### src/rtl/core/round_robin_schedule_simulator_defines.svh
// Assertion macros for the round-robin schedule simulator.
`ifndef ROUND_ROBIN_SCHEDULE_SIMULATOR_DEFINES_SVH
`define ROUND_ROBIN_SCHEDULE_SIMULATOR_DEFINES_SVH
`ifndef SYNTHESIS
`define RRS_ASSERT_ALWAYS(label, clk, rstn, expr) \
    label: assert property (@(posedge clk) disable iff (!rstn) (expr)) \
        else $error("rrs invariant violated");
`define RRS_ASSERT_IMPLY(label, clk, rstn, ante, cons) \
    label: assert property (@(posedge clk) disable iff (!rstn) (ante) |-> (cons)) \
        else $error("rrs implication violated");
`else
`define RRS_ASSERT_ALWAYS(label, clk, rstn, expr)
`define RRS_ASSERT_IMPLY(label, clk, rstn, ante, cons)
`endif
`endif

### src/rtl/core/rrs_pkg.sv
// Shared types and constants of the round-robin schedule simulator.
package rrs_pkg;

    localparam int ARR_W       = 16;
    localparam int BURST_W     = 16;
    localparam int QNT_W       = 16;
    localparam int RES_W       = 21;
    localparam int IDX_OUT_W   = 6;
    localparam int S_TDATA_W   = 32;
    localparam int M_TDATA_W   = 72;
    localparam int M_USED_W    = IDX_OUT_W + 3 * RES_W;
    localparam logic [QNT_W-1:0] QUANTUM_RST = 16'd4;

    // sequencer states, one-hot
    typedef enum logic [11:0] {
        S_LOAD     = 12'b0000_0000_0001,
        S_ADM_RD   = 12'b0000_0000_0010,
        S_ADM_EV   = 12'b0000_0000_0100,
        S_CHECK    = 12'b0000_0000_1000,
        S_POP      = 12'b0000_0001_0000,
        S_RUN      = 12'b0000_0010_0000,
        S_REQ      = 12'b0000_0100_0000,
        S_MIN_RD   = 12'b0000_1000_0000,
        S_MIN_EV   = 12'b0001_0000_0000,
        S_OUT_RD   = 12'b0010_0000_0000,
        S_OUT_EV   = 12'b0100_0000_0000,
        S_OUT_WAIT = 12'b1000_0000_0000
    } state_t;

endpackage

### src/rtl/core/rrs_ring.sv
// FIFO ready queue of process indices with registered head read.
module rrs_ring #(
    parameter int DEPTH = 16,
    parameter int IW    = 4,
    parameter int CW    = 5
) (
    input  logic          aclk,
    input  logic          aresetn,
    input  logic          clear,
    input  logic          push,
    input  logic [IW-1:0] push_idx,
    input  logic          pop,
    output logic [IW-1:0] head_idx,
    output logic [CW-1:0] count
);

    logic [IW-1:0] ring_mem [DEPTH];
    logic [IW-1:0] head_reg, head_next;
    logic [IW-1:0] tail_reg, tail_next;
    logic [CW-1:0] count_reg, count_next;
    logic [IW-1:0] head_q;

    // pointer wrap at DEPTH
    always_comb begin
        head_next  = head_reg;
        tail_next  = tail_reg;
        count_next = count_reg;
        if (clear) begin
            head_next  = '0;
            tail_next  = '0;
            count_next = '0;
        end else begin
            if (push) begin
                tail_next = (tail_reg == IW'(DEPTH - 1)) ? '0 : tail_reg + IW'(1);
            end
            if (pop) begin
                head_next = (head_reg == IW'(DEPTH - 1)) ? '0 : head_reg + IW'(1);
            end
            if (push && !pop) begin
                count_next = count_reg + CW'(1);
            end else if (pop && !push) begin
                count_next = count_reg - CW'(1);
            end
        end
    end

    always_ff @(posedge aclk) begin
        if (!aresetn) begin
            head_reg  <= '0;
            tail_reg  <= '0;
            count_reg <= '0;
        end else begin
            head_reg  <= head_next;
            tail_reg  <= tail_next;
            count_reg <= count_next;
        end
    end

    // storage: one write, one registered read at the head
    always_ff @(posedge aclk) begin
        if (push && !clear) begin
            ring_mem[tail_reg] <= push_idx;
        end
        head_q <= ring_mem[head_reg];
    end

    assign head_idx = head_q;
    assign count    = count_reg;

endmodule

### src/rtl/core/round_robin_schedule_simulator.sv
// Top level: process store, slice sequencer and result output.
//
//  channel | dir | handshake          | payload
//  s_      | in  | s_tvalid/s_tready  | s_tdata {burst,arrival}, s_tlast last_process
//  m_      | out | m_tvalid/m_tready  | m_tdata {wait,turn,comp,index}, m_tlast last_result
//  cfg_    | in  | cfg_valid/cfg_ready| cfg_data quantum
//
// Loading: one item per cycle while s_tready is high. After the last item, an admission
// pass reads and evaluates each loaded process in turn; a slice is pop, run, pass,
// requeue, check, and an idle time jump is check, earliest-arrival scan, pass.
// Results go out one at a time, each held until m_tready. Synchronous reset, no
// clearing pass. s_tready is low from the last item until its final result is taken.
module round_robin_schedule_simulator
    import rrs_pkg::*;
#(
    parameter int MAX_PROCS = 16
) (
    input  logic                 aclk,
    input  logic                 aresetn,
    input  logic                 s_tvalid,
    output logic                 s_tready,
    input  logic [S_TDATA_W-1:0] s_tdata,   // [15:0] arrival_time, [31:16] burst_time
    input  logic                 s_tlast,
    output logic                 m_tvalid,
    input  logic                 m_tready,
    // [5:0] process_index, [26:6] completion_time, [47:27] turnaround_time,
    // [68:48] waiting_time, [71:69] zero
    output logic [M_TDATA_W-1:0] m_tdata,
    output logic                 m_tlast,
    input  logic                 cfg_valid,
    output logic                 cfg_ready,
    input  logic [QNT_W-1:0]     cfg_data
);

    `include "round_robin_schedule_simulator_defines.svh"

    localparam int IW = (MAX_PROCS > 1) ? $clog2(MAX_PROCS) : 1;
    localparam int CW = $clog2(MAX_PROCS + 1);
    localparam int TW = 16 + CW;

    // process store
    logic [ARR_W-1:0]   arrival_mem    [MAX_PROCS];
    logic [BURST_W-1:0] burst_mem      [MAX_PROCS];
    logic [BURST_W-1:0] remaining_mem  [MAX_PROCS];
    logic [TW-1:0]      completion_mem [MAX_PROCS];
    logic [ARR_W-1:0]   arr_q;
    logic [BURST_W-1:0] burst_q, rem_q;
    logic [TW-1:0]      comp_q;

    state_t             state_reg, state_next;
    logic [QNT_W-1:0]   quantum_reg;
    logic [CW-1:0]      loaded_reg, loaded_next;
    logic [CW-1:0]      finished_reg, finished_next;
    logic [TW-1:0]      time_reg, time_next;
    logic [IW-1:0]      scan_reg, scan_next;
    logic [ARR_W-1:0]   min_arr_reg, min_arr_next;
    logic               found_reg, found_next;
    logic               adm_slice_reg, adm_slice_next;
    logic               skip_valid_reg, skip_valid_next;
    logic [IW-1:0]      cur_reg, cur_next;
    logic [BURST_W-1:0] rem_left_reg, rem_left_next;
    logic [MAX_PROCS-1:0] queued_reg, queued_next;
    logic               m_valid_reg, m_valid_next;
    logic [M_TDATA_W-1:0] m_data_reg, m_data_next;
    logic               m_last_reg, m_last_next;

    logic               s_acc, room, scan_last;
    logic [IW-1:0]      rd_addr, load_addr;
    logic               ld_we, rem_we, comp_we;
    logic [BURST_W-1:0] rem_wdata;
    logic               ring_push, ring_pop, ring_clear;
    logic [IW-1:0]      ring_push_idx, ring_head;
    logic [CW-1:0]      ring_count;
    logic [QNT_W-1:0]   q_eff, run_len;
    logic               hit;
    logic               ran;
    logic [TW-1:0]      turn, wait_t;

    rrs_ring #(.DEPTH(MAX_PROCS), .IW(IW), .CW(CW)) u_ring (
        .aclk     (aclk),
        .aresetn  (aresetn),
        .clear    (ring_clear),
        .push     (ring_push),
        .push_idx (ring_push_idx),
        .pop      (ring_pop),
        .head_idx (ring_head),
        .count    (ring_count)
    );

    assign s_tready  = (state_reg == S_LOAD);
    assign s_acc     = s_tvalid && s_tready;
    assign cfg_ready = 1'b1;
    assign room      = (loaded_reg < CW'(MAX_PROCS));
    assign load_addr = loaded_reg[IW-1:0];
    assign scan_last = (CW'(scan_reg) == loaded_reg - CW'(1));
    assign q_eff     = (quantum_reg == '0) ? QNT_W'(1) : quantum_reg;
    assign run_len   = (rem_q < q_eff) ? rem_q : q_eff;
    assign hit       = (rem_q != '0) && (!found_reg || (arr_q < min_arr_reg));

    // result arithmetic
    assign ran    = (burst_q != '0) && (rem_q == '0);
    assign turn   = (comp_q >= TW'(arr_q)) ? comp_q - TW'(arr_q) : '0;
    assign wait_t = (turn > TW'(burst_q)) ? turn - TW'(burst_q) : '0;

    // quantum register
    always_ff @(posedge aclk) begin
        if (!aresetn) begin
            quantum_reg <= QUANTUM_RST;
        end else if (cfg_valid && cfg_ready) begin
            quantum_reg <= cfg_data;
        end
    end

    // sequencer
    always_comb begin
        state_next      = state_reg;
        loaded_next     = loaded_reg;
        finished_next   = finished_reg;
        time_next       = time_reg;
        scan_next       = scan_reg;
        min_arr_next    = min_arr_reg;
        found_next      = found_reg;
        adm_slice_next  = adm_slice_reg;
        skip_valid_next = skip_valid_reg;
        cur_next        = cur_reg;
        rem_left_next   = rem_left_reg;
        queued_next     = queued_reg;
        m_valid_next    = m_valid_reg;
        m_data_next     = m_data_reg;
        m_last_next     = m_last_reg;
        rd_addr         = scan_reg;
        ld_we           = 1'b0;
        rem_we          = 1'b0;
        rem_wdata       = s_tdata[ARR_W +: BURST_W];
        comp_we         = 1'b0;
        ring_push       = 1'b0;
        ring_push_idx   = scan_reg;
        ring_pop        = 1'b0;
        ring_clear      = 1'b0;
        unique case (state_reg)
            S_LOAD: begin
                if (s_acc) begin
                    if (room) begin
                        ld_we       = 1'b1;
                        rem_we      = 1'b1;
                        queued_next[load_addr] = 1'b0;
                        loaded_next = loaded_reg + CW'(1);
                    end
                    if (s_tlast) begin
                        scan_next       = '0;
                        skip_valid_next = 1'b0;
                        adm_slice_next  = 1'b0;
                        state_next      = S_ADM_RD;
                    end
                end
            end
            S_ADM_RD: begin
                state_next = S_ADM_EV;
            end
            S_ADM_EV: begin
                if (!(skip_valid_reg && scan_reg == cur_reg) && TW'(arr_q) <= time_reg &&
                    rem_q != '0 && !queued_reg[scan_reg]) begin
                    ring_push             = 1'b1;
                    queued_next[scan_reg] = 1'b1;
                end
                if (scan_last) begin
                    state_next = adm_slice_reg ? S_REQ : S_CHECK;
                end else begin
                    scan_next  = scan_reg + IW'(1);
                    state_next = S_ADM_RD;
                end
            end
            S_CHECK: begin
                scan_next = '0;
                if (finished_reg == loaded_reg) begin
                    state_next = S_OUT_RD;
                end else if (ring_count == '0) begin
                    found_next = 1'b0;
                    state_next = S_MIN_RD;
                end else begin
                    state_next = S_POP;
                end
            end
            S_POP: begin
                ring_pop               = 1'b1;
                rd_addr                = ring_head;
                cur_next               = ring_head;
                queued_next[ring_head] = 1'b0;
                state_next             = S_RUN;
            end
            S_RUN: begin
                rd_addr         = cur_reg;
                rem_we          = 1'b1;
                rem_wdata       = rem_q - run_len;
                rem_left_next   = rem_q - run_len;
                time_next       = time_reg + TW'(run_len);
                skip_valid_next = 1'b1;
                adm_slice_next  = 1'b1;
                scan_next       = '0;
                state_next      = S_ADM_RD;
            end
            S_REQ: begin
                if (rem_left_reg != '0) begin
                    ring_push            = 1'b1;
                    ring_push_idx        = cur_reg;
                    queued_next[cur_reg] = 1'b1;
                end else begin
                    comp_we       = 1'b1;
                    finished_next = finished_reg + CW'(1);
                end
                skip_valid_next = 1'b0;
                state_next      = S_CHECK;
            end
            S_MIN_RD: begin
                state_next = S_MIN_EV;
            end
            S_MIN_EV: begin
                if (hit) begin
                    min_arr_next = arr_q;
                    found_next   = 1'b1;
                end
                if (scan_last) begin
                    scan_next = '0;
                    if (!(found_reg || hit)) begin
                        state_next = S_OUT_RD;
                    end else begin
                        if (TW'(min_arr_next) > time_reg) begin
                            time_next = TW'(min_arr_next);
                        end
                        adm_slice_next = 1'b0;
                        state_next     = S_ADM_RD;
                    end
                end else begin
                    scan_next  = scan_reg + IW'(1);
                    state_next = S_MIN_RD;
                end
            end
            S_OUT_RD: begin
                state_next = S_OUT_EV;
            end
            S_OUT_EV: begin
                m_data_next = '0;
                m_data_next[IDX_OUT_W-1:0] = IDX_OUT_W'(scan_reg);
                if (ran) begin
                    m_data_next[IDX_OUT_W +: RES_W]             = RES_W'(comp_q);
                    m_data_next[IDX_OUT_W + RES_W +: RES_W]     = RES_W'(turn);
                    m_data_next[IDX_OUT_W + 2 * RES_W +: RES_W] = RES_W'(wait_t);
                end
                m_last_next  = scan_last;
                m_valid_next = 1'b1;
                state_next   = S_OUT_WAIT;
            end
            S_OUT_WAIT: begin
                if (m_tready) begin
                    m_valid_next = 1'b0;
                    if (m_last_reg) begin
                        ring_clear    = 1'b1;
                        loaded_next   = '0;
                        finished_next = '0;
                        time_next     = '0;
                        queued_next   = '0;
                        state_next    = S_LOAD;
                    end else begin
                        scan_next  = scan_reg + IW'(1);
                        state_next = S_OUT_RD;
                    end
                end
            end
            default: begin
                state_next = S_LOAD;
            end
        endcase
    end

    always_ff @(posedge aclk) begin
        if (!aresetn) begin
            state_reg      <= S_LOAD;
            loaded_reg     <= '0;
            finished_reg   <= '0;
            time_reg       <= '0;
            scan_reg       <= '0;
            found_reg      <= 1'b0;
            adm_slice_reg  <= 1'b0;
            skip_valid_reg <= 1'b0;
            queued_reg     <= '0;
            m_valid_reg    <= 1'b0;
            m_last_reg     <= 1'b0;
        end else begin
            state_reg      <= state_next;
            loaded_reg     <= loaded_next;
            finished_reg   <= finished_next;
            time_reg       <= time_next;
            scan_reg       <= scan_next;
            found_reg      <= found_next;
            adm_slice_reg  <= adm_slice_next;
            skip_valid_reg <= skip_valid_next;
            queued_reg     <= queued_next;
            m_valid_reg    <= m_valid_next;
            m_last_reg     <= m_last_next;
        end
    end

    // payload registers
    always_ff @(posedge aclk) begin
        min_arr_reg  <= min_arr_next;
        cur_reg      <= cur_next;
        rem_left_reg <= rem_left_next;
        m_data_reg   <= m_data_next;
    end

    // store writes and registered reads
    always_ff @(posedge aclk) begin
        if (ld_we) begin
            arrival_mem[load_addr] <= s_tdata[ARR_W-1:0];
            burst_mem[load_addr]   <= s_tdata[ARR_W +: BURST_W];
        end
        if (rem_we) begin
            remaining_mem[ld_we ? load_addr : cur_reg] <= rem_wdata;
        end
        if (comp_we) begin
            completion_mem[cur_reg] <= time_reg;
        end
        arr_q   <= arrival_mem[rd_addr];
        burst_q <= burst_mem[rd_addr];
        rem_q   <= remaining_mem[rd_addr];
        comp_q  <= completion_mem[rd_addr];
    end

    assign m_tvalid = m_valid_reg;
    assign m_tdata  = m_data_reg;
    assign m_tlast  = m_last_reg;

    // checks
    `RRS_ASSERT_ALWAYS(a_fin_le_loaded, aclk, aresetn, finished_reg <= loaded_reg)
    `RRS_ASSERT_ALWAYS(a_ring_le_max, aclk, aresetn, ring_count <= CW'(MAX_PROCS))
    `RRS_ASSERT_IMPLY(a_run_has_work, aclk, aresetn, state_reg == S_RUN, rem_q != '0)
    `RRS_ASSERT_IMPLY(a_ready_no_out, aclk, aresetn, s_tready, !m_tvalid)

endmodule

### config.mk
export PLATFORM = sky130hd
export DESIGN_NAME = round_robin_schedule_simulator
export DESIGN_NICKNAME = d
export VERILOG_FILES = /design/src/rtl/core/rrs_pkg.sv /design/src/rtl/core/rrs_ring.sv /design/src/rtl/core/round_robin_schedule_simulator.sv
export VERILOG_INCLUDE_DIRS = /design/src /design/src/rtl/core
export SDC_FILE = /design/constraint.sdc
export NUM_CORES = 2
export LEC_CHECK = 0
export BUFFER_PORTS_ARGS = -buffer_cell sky130_fd_sc_hd__buf_2
export CORE_ASPECT_RATIO = 0.8
export CORE_MARGIN = 3
export CORE_UTILIZATION = 41
export DETAILED_ROUTE_END_ITERATION = 8
export GPL_TIMING_DRIVEN = 0
export HOLD_SLACK_MARGIN = 0.1
export PLACE_DENSITY = 0.53
export SYNTH_ARGS = -nofsm -noshare
export SYNTH_HDL_FRONTEND = slang
export SYNTH_SLANG_ARGS = --single-unit
export TNS_END_PERCENT = 100
### constraint.sdc
create_clock -name aclk -period 15.1 [get_ports aclk]
set_input_delay 1.51 -clock aclk [delete_from_list [all_inputs] [get_ports aclk]]
set_output_delay 1.51 -clock aclk [all_outputs]
set_load 0.02 [all_outputs]
# Word-level counts from Yosys, hierarchy flattened
# Memory sizes are Yosys's and may differ from the RTL's. A register that Yosys moved wholly into a read port is not among the register bits.
# Cells that the tools add are included.
# W data, S select, Z words.
# totals
out_inout_bits	76
reg_bits	200
mem_count	5
in_bits	54
ramBits	1168
# op_classes
magnitude_cmp	15
mux	95
reduce_logical	51
addsub	12
n_bitwise	7
n_eq_ne	33
# mem_list
name	words	word_bits	read_ports	rd_clocked_by_memory_dff	wr	line_no	rtl
completion_mem	16	21	1	1	1	round_robin_schedule_simulator.sv:45	logic [TW-1:0] completion_mem [MAX_PROCS];
arrival_mem	16	16	1	1	1	round_robin_schedule_simulator.sv:42	logic [ARR_W-1:0] arrival_mem [MAX_PROCS];
burst_mem	16	16	1	1	1	round_robin_schedule_simulator.sv:43	logic [BURST_W-1:0] burst_mem [MAX_PROCS];
remaining_mem	16	16	1	1	1	round_robin_schedule_simulator.sv:44	logic [BURST_W-1:0] remaining_mem [MAX_PROCS];
u_ring.ring_mem	16	4	1	1	1	rrs_ring.sv:17	logic [IW-1:0] ring_mem [DEPTH];
# op_table
op	count
$mux W16	11
$pmux W12 S12	1
$mux W21	6
$pmux W16 S5	1
$pmux W21 S3	1
$mux W12	4
$reduce_bool A16 Y1	3
$mux W4	11
$sub A21 B16 Y21	2
$mux W5	7
$and A16 B16 Y16	2
$logic_not A16 Y1	2
$lt A16 B16 Y1	2
$mux W1	32
$not A16 Y16	2
$or A16 B16 Y16	2
$mux W10	3
$ne A2 B2 Y1 const B	13
$add A21 B16 Y21	1
$ge A21 B16 Y1	1
$gt A16 B21 Y1	1
$gt A21 B16 Y1	1
$le A16 B21 Y1	1
$lt A4 B5 Y1 const B	4
47 further kinds	99

# Depth between registers and ports, before layout
# depth
depth_word	12
depth_mapped	22
mapped_depth_nobuf	21

# Cells and area by module
# A second synthesis with hierarchy kept.
# unflattened
cells_unflattened	3664
area_unflattened_um2	60433.0
# by_module_without_submodules
module	cells_each	area_per_inst_um2	seq_area_each_um2	instances
round_robin_schedule_simulator	3454	57059.7	39307.7	1
rrs_ring	210	3373.2	2262.2	1

# Worst setup path before layout
# Ideal clock, no wire load.
# synth_timing
path_type	flip-flop to flip-flop
start	register state_reg[2]
end	register m_last_reg, in the netlist m_tlast
setup_ns	0.129
path_stages_with_launch	8
arrival_time_ns	6.666
synth_period_minus_slack_ns	6.795
setup_slack_ns	8.305
cell_sequence	dfxtp_1 > buf_2 > or4_1 > nor3_1 > nand2b_1 > nor3_1 > mux2i_1 > nor2_1
# synth_via
elab_chain_len	1
# synth_rtl
element	line_no	rtl
start, declared	round_robin_schedule_simulator.sv:50	state_t state_reg, state_next;
start signal, assigned	round_robin_schedule_simulator.sv:289	state_reg <= state_next;
$eq A12 B11 Y1	round_robin_schedule_simulator.sv:140	unique case (state_reg)
end signal, assigned	round_robin_schedule_simulator.sv:299	m_last_reg <= m_last_next;
end, declared	round_robin_schedule_simulator.sv:65	logic m_last_reg, m_last_next;
# No other way between the ends.
# A chain may end at the register's enable or synchronous reset.

# Worst setup path in the final report
# layout_timing
start	register arr_q[2] (read register of arrival_mem)
end	register m_data_reg[58], in the netlist m_tdata[58], data pin
# layout_via
elab_chain_len	4
elab_cells_between_ends	6
classes_between	add/sub (2); order compare (2); mux (1); reduce/logical (1)
# layout_rtl
element	line_no	rtl
start, declared	round_robin_schedule_simulator.sv:46	logic [ARR_W-1:0] arr_q;
$sub A21 B16 Y21 / $ge A21 B16 Y1 (equally long branches)	round_robin_schedule_simulator.sv:102	assign turn = (comp_q >= TW'(arr_q)) ? comp_q - TW'(arr_q) : '0;
$mux W21 *	round_robin_schedule_simulator.sv:102	
named net turn[2]	round_robin_schedule_simulator.sv:77	logic [TW-1:0] turn, wait_t;
$gt A21 B16 Y1	round_robin_schedule_simulator.sv:103	assign wait_t = (turn > TW'(burst_q)) ? turn - TW'(burst_q) : '0;
$reduce_and A2 Y1 (no line)	n/a	
end signal, assigned	round_robin_schedule_simulator.sv:308	m_data_reg <= m_data_next;
end, declared	round_robin_schedule_simulator.sv:64	logic [M_TDATA_W-1:0] m_data_reg, m_data_next;
# Mark *: on every way through the listed nets, which the timed path passes. The rest lies on a longest branch.

==> summary.md <==
| Metric | Value |
|---|---|
| Worst hold path type | flip-flop to flip-flop |
| GPL Wtd Cong | ~0.89 |
| CTS resizes | 0 |
| Clock latency on the worst-skew pair | slightly above 800 ps |
| Full die area | 0.1546 mm2 |
| Worst-margin pin slew | 1374 ps |
| Die Y-Extent | between 300 and 400 um |
| Clock network fraction of total power | 0.331 |
| Pins Over Slew Limit | 0 |
| CTS Buf Count | 150 |
| Most common cell in the netlist | edfxtp_1 |
| Final hold violations | 0 |
| Max_cap viols | 0 |
| Hpwl dp | ~140000 um |
| Worst Path Required | between 15000 and 20000 ps |
| Critical path startpoint category | flip-flop |
| Critical path, cell by cell | inv_1 > ha_1 > o211ai_1 > a21oi_1 > o41ai_1 > or2_2 > and3_1 > clkbuf_1 > clkbuf_1 > nor2_1 > ha_1 > o21a_1 > o31a_1 > o41ai_1 > o21ai_0 > a221oi_1 > a31oi_1 > o31ai_1 > clkbuf_1 > nor3_1 |
| Max FFs per register | between 300 and 400 |
| Max Clk Rate | approximately 150 MHz |
| Area fraction of the dominant cell type after synthesis | 0.6210 |
| Clock skew | approximately 38 ps |
| #FFs+latches synth | approximately 1400 |
| Ys flop type | edfxtp_1 |
| Fillcell total | ~13000 |
| CTS tree | built |
| CP max-delay cell | o41ai_1 |
| CP Capture Type | flip-flop |
| Hold bufs inserted after CTS | 0 |
| Initial core utilization | 0.4147 |
| Vias in the first global route | around 40000 |
| Sequential-to-total area share from yosys stat | 0.6764 |
| Crit-path max cell delay | 650 ps |
| Number of flops mapped to enable cells by yosys | around 1300 |
| Sw Ratio | 0.3265 |
| Grt ovf | 0 |
| Pwr dens | 162.4 mW/mm2 |
| Leading area contributor after synthesis | edfxtp_1 |
| Antenna violations before repair | 20 |
| DR pass1 iterations | 6 |
| Iter 0 DRT Violations | 4414 |
| Asr flop ratio synth | 0 |
| Clk slew on worst S/H paths | 60 ps |
| Internal | between 7 and 8 mW |
| Largest net degree at the start of global routing | 28 |
| Total wire length | 193300 um |
| Post-synth top cells | edfxtp_1 (1271), nand2_1 (913), a21oi_1 (396), nor2_1 (216), nand3_1 (190) |
| Highest ir drop seen on vdd | 0.0001103 V |
| Biggest register | completion_mem |
| Sequential power share | 0.410 |
| Leak | 25.65 nW |
| Final instance area | roughly 0.071 mm2 |
| Clock root buffer | clkbuf_16 |
| RSZ-0062 raised after global routing | false |
| Yosys cell types | 90 |
| Pre-CTS setup slack | between 8000 and 9000 ps |
| Synthesized area | 0.06146 mm2 |
| Final net count | between 5000 and 6000 |
| CTS max path bufs | 3 |
| YS warnings | 0 |
| Fin crit share | 0.4504 |
| Net Switching | between 3 and 4 mW |
| Post-CTS repair timing setup buffer count | 0 |
| IO Pins | 130 |
| Area grow syn2layout | 15.01% |
| Core area | around 0.15 mm2 |
| Slew Limit Headroom | 0.08089 |
| Synth Area per Inst | between 10 and 15 um2 |
| Final WS setup | 8299 ps |
| Synth area leaders | edfxtp_1 (62%), nand2_1 (5.6%), dfxtp_1 (5.5%) |
| Antenna Nets Post-Route | 0 |
| Area after DPL | 0.06559 mm2 |
| Post-Synthesis Cells | roughly 4800 |
| Die width | between 400 and 500 um |
| Residual DRC count | 0 |
| Total chip power | approximately 11 mW |
| Setup TNS | 0 ps |
| Wire per inst | roughly 27 um |
| Status | finished, final reports clean |
| CP dominant cell by count | clkbuf_1 |
| # clock sinks | approximately 1400 |
| H-tree levels | 4 |
| Layout cell share with drive strength beyond 1 | 0.1200 |
| Row count | 126 |
| Crit path DAT | between 7000 and 8000 ps |
| DR vias/cell | roughly 5.6 |
| Final worst path period need | slightly below 7000 ps |
| Hold WS | roughly 500 ps |
| # setup viols final | 0 |
| First-pass GRT wire length | between 200000 and 300000 um |
| Total GRT Usage | 0.2463 |
| CP Class | flip-flop to flip-flop |
| DR vias | between 40000 and 50000 |
| Crit path max fanout | 10 |
| PortBufs | 122 |
| Logic gate share of total power | 0.258 |
power by group through the flow:
stage / sequential [mW] / combinational, mW / clock (mW)
finish: 4.71 / 2.96 / 3.80
CTS: 4.71 / 2.93 / 3.86
floorplan: 4.68 / 1.95 / 0
detailed placement: 4.80 / 2.91 / 0
global placement: 4.81 / 2.87 / 0
global route: 4.72 / 3.22 / 4.04
layout by cell type, fill, tap and decap left out, types with 154 or more instances in the layout:
cell type,count
a21oi_1,396
nand3_1,190
dfxtp_1,170
nor2_1,174
buf_2,207
clkbuf_1,173
edfxtp_1,1271
mux2i_1,159
nand2_1,913
a31oi_1,159
clkbuf_16,154
path summary, 6_finish.rpt:
check / start / end / slack [ps] / cells past startpoint
worst max-delay path: arr_q[2]$_DFF_P_ / m_tdata[58]$_SDFFCE_PN0P_ / 8300 / 20
worst min-delay path: skip_valid_reg$_SDFFE_PN0P_ / skip_valid_reg$_SDFFE_PN0P_ / 490 / 2
worst max register to register: arr_q[2]$_DFF_P_ / m_tdata[58]$_SDFFCE_PN0P_ / 8300 / 20
worst min register to register: skip_valid_reg$_SDFFE_PN0P_ / skip_valid_reg$_SDFFE_PN0P_ / 490 / 2
logic make-up after synthesis:
group	count (synthesis)	synth area share
compound gates	984	0.1027
xor+xnor	88	0.01254
fa+ha+maj	149	0.03094
buf+inv	411	0.02836
flops	1441	0.6764
mux	196	0.03725
other cells	2	0.0001222
simple gates	1573	0.1118
final cells by class:
type | instances | area [um2] | share of cell area
plain buffers | 281 | 1259 | 0.01781
diodes | 1 | 2.502 | 0.00003540
clock buffers | 213 | 4295 | 0.06077
repair buffers | 174 | 1421 | 0.02011
multi-input cells | 2996 | 18380 | 0.2600
well taps | 1984 | 2482 | 0.03512
inverters | 130 | 488.0 | 0.006903
clock inverters | 63 | 788.3 | 0.01115
flip-flops and latches | 1441 | 41570 | 0.5881
routing by layer:
| metal | part of all wire | vias to the layer above | routed length (um) | GRT usage |
|---|---|---|---|---|
| met1 | 0.45 | 20300 | 87470 | 0.3638 |
| met4 | 0.032 | 0 | 6118 | 0.07993 |
| met2 | 0.43 | 1705 | 83800 | 0.3671 |
| met5 | 0 | - | 0 | 0 |
| li1 | - | 18710 | - | - |
| met3 | 0.082 | 297 | 15870 | 0.04467 |
worst max-delay path: cells and delay by family, from the launching register on:
| kind | cells | cell delay, ps |
|---|---|---|
| adders and majority gates | 2 | 840 |
| AOI/OAI and AO/OA | 10 | 3020 |
| and+or+nand+nor | 4 | 670 |
| buffers and inverters | 4 | 1390 |
| DFF | 1 | 610 |
per-stage QoR:
| step | std cells | util |
|---|---|---|
| after floorplan | 4848 | - |
| after global placement | 6954 | 0.4357 |
| after detailed placement | 7005 | 0.4426 |
| after CTS | 7281 | 0.4769 |
| after global routing | 7282 | 0.4770 |
| final | 7283 | 0.4770 |
Note: power is estimated with default switching activity, not from simulation.
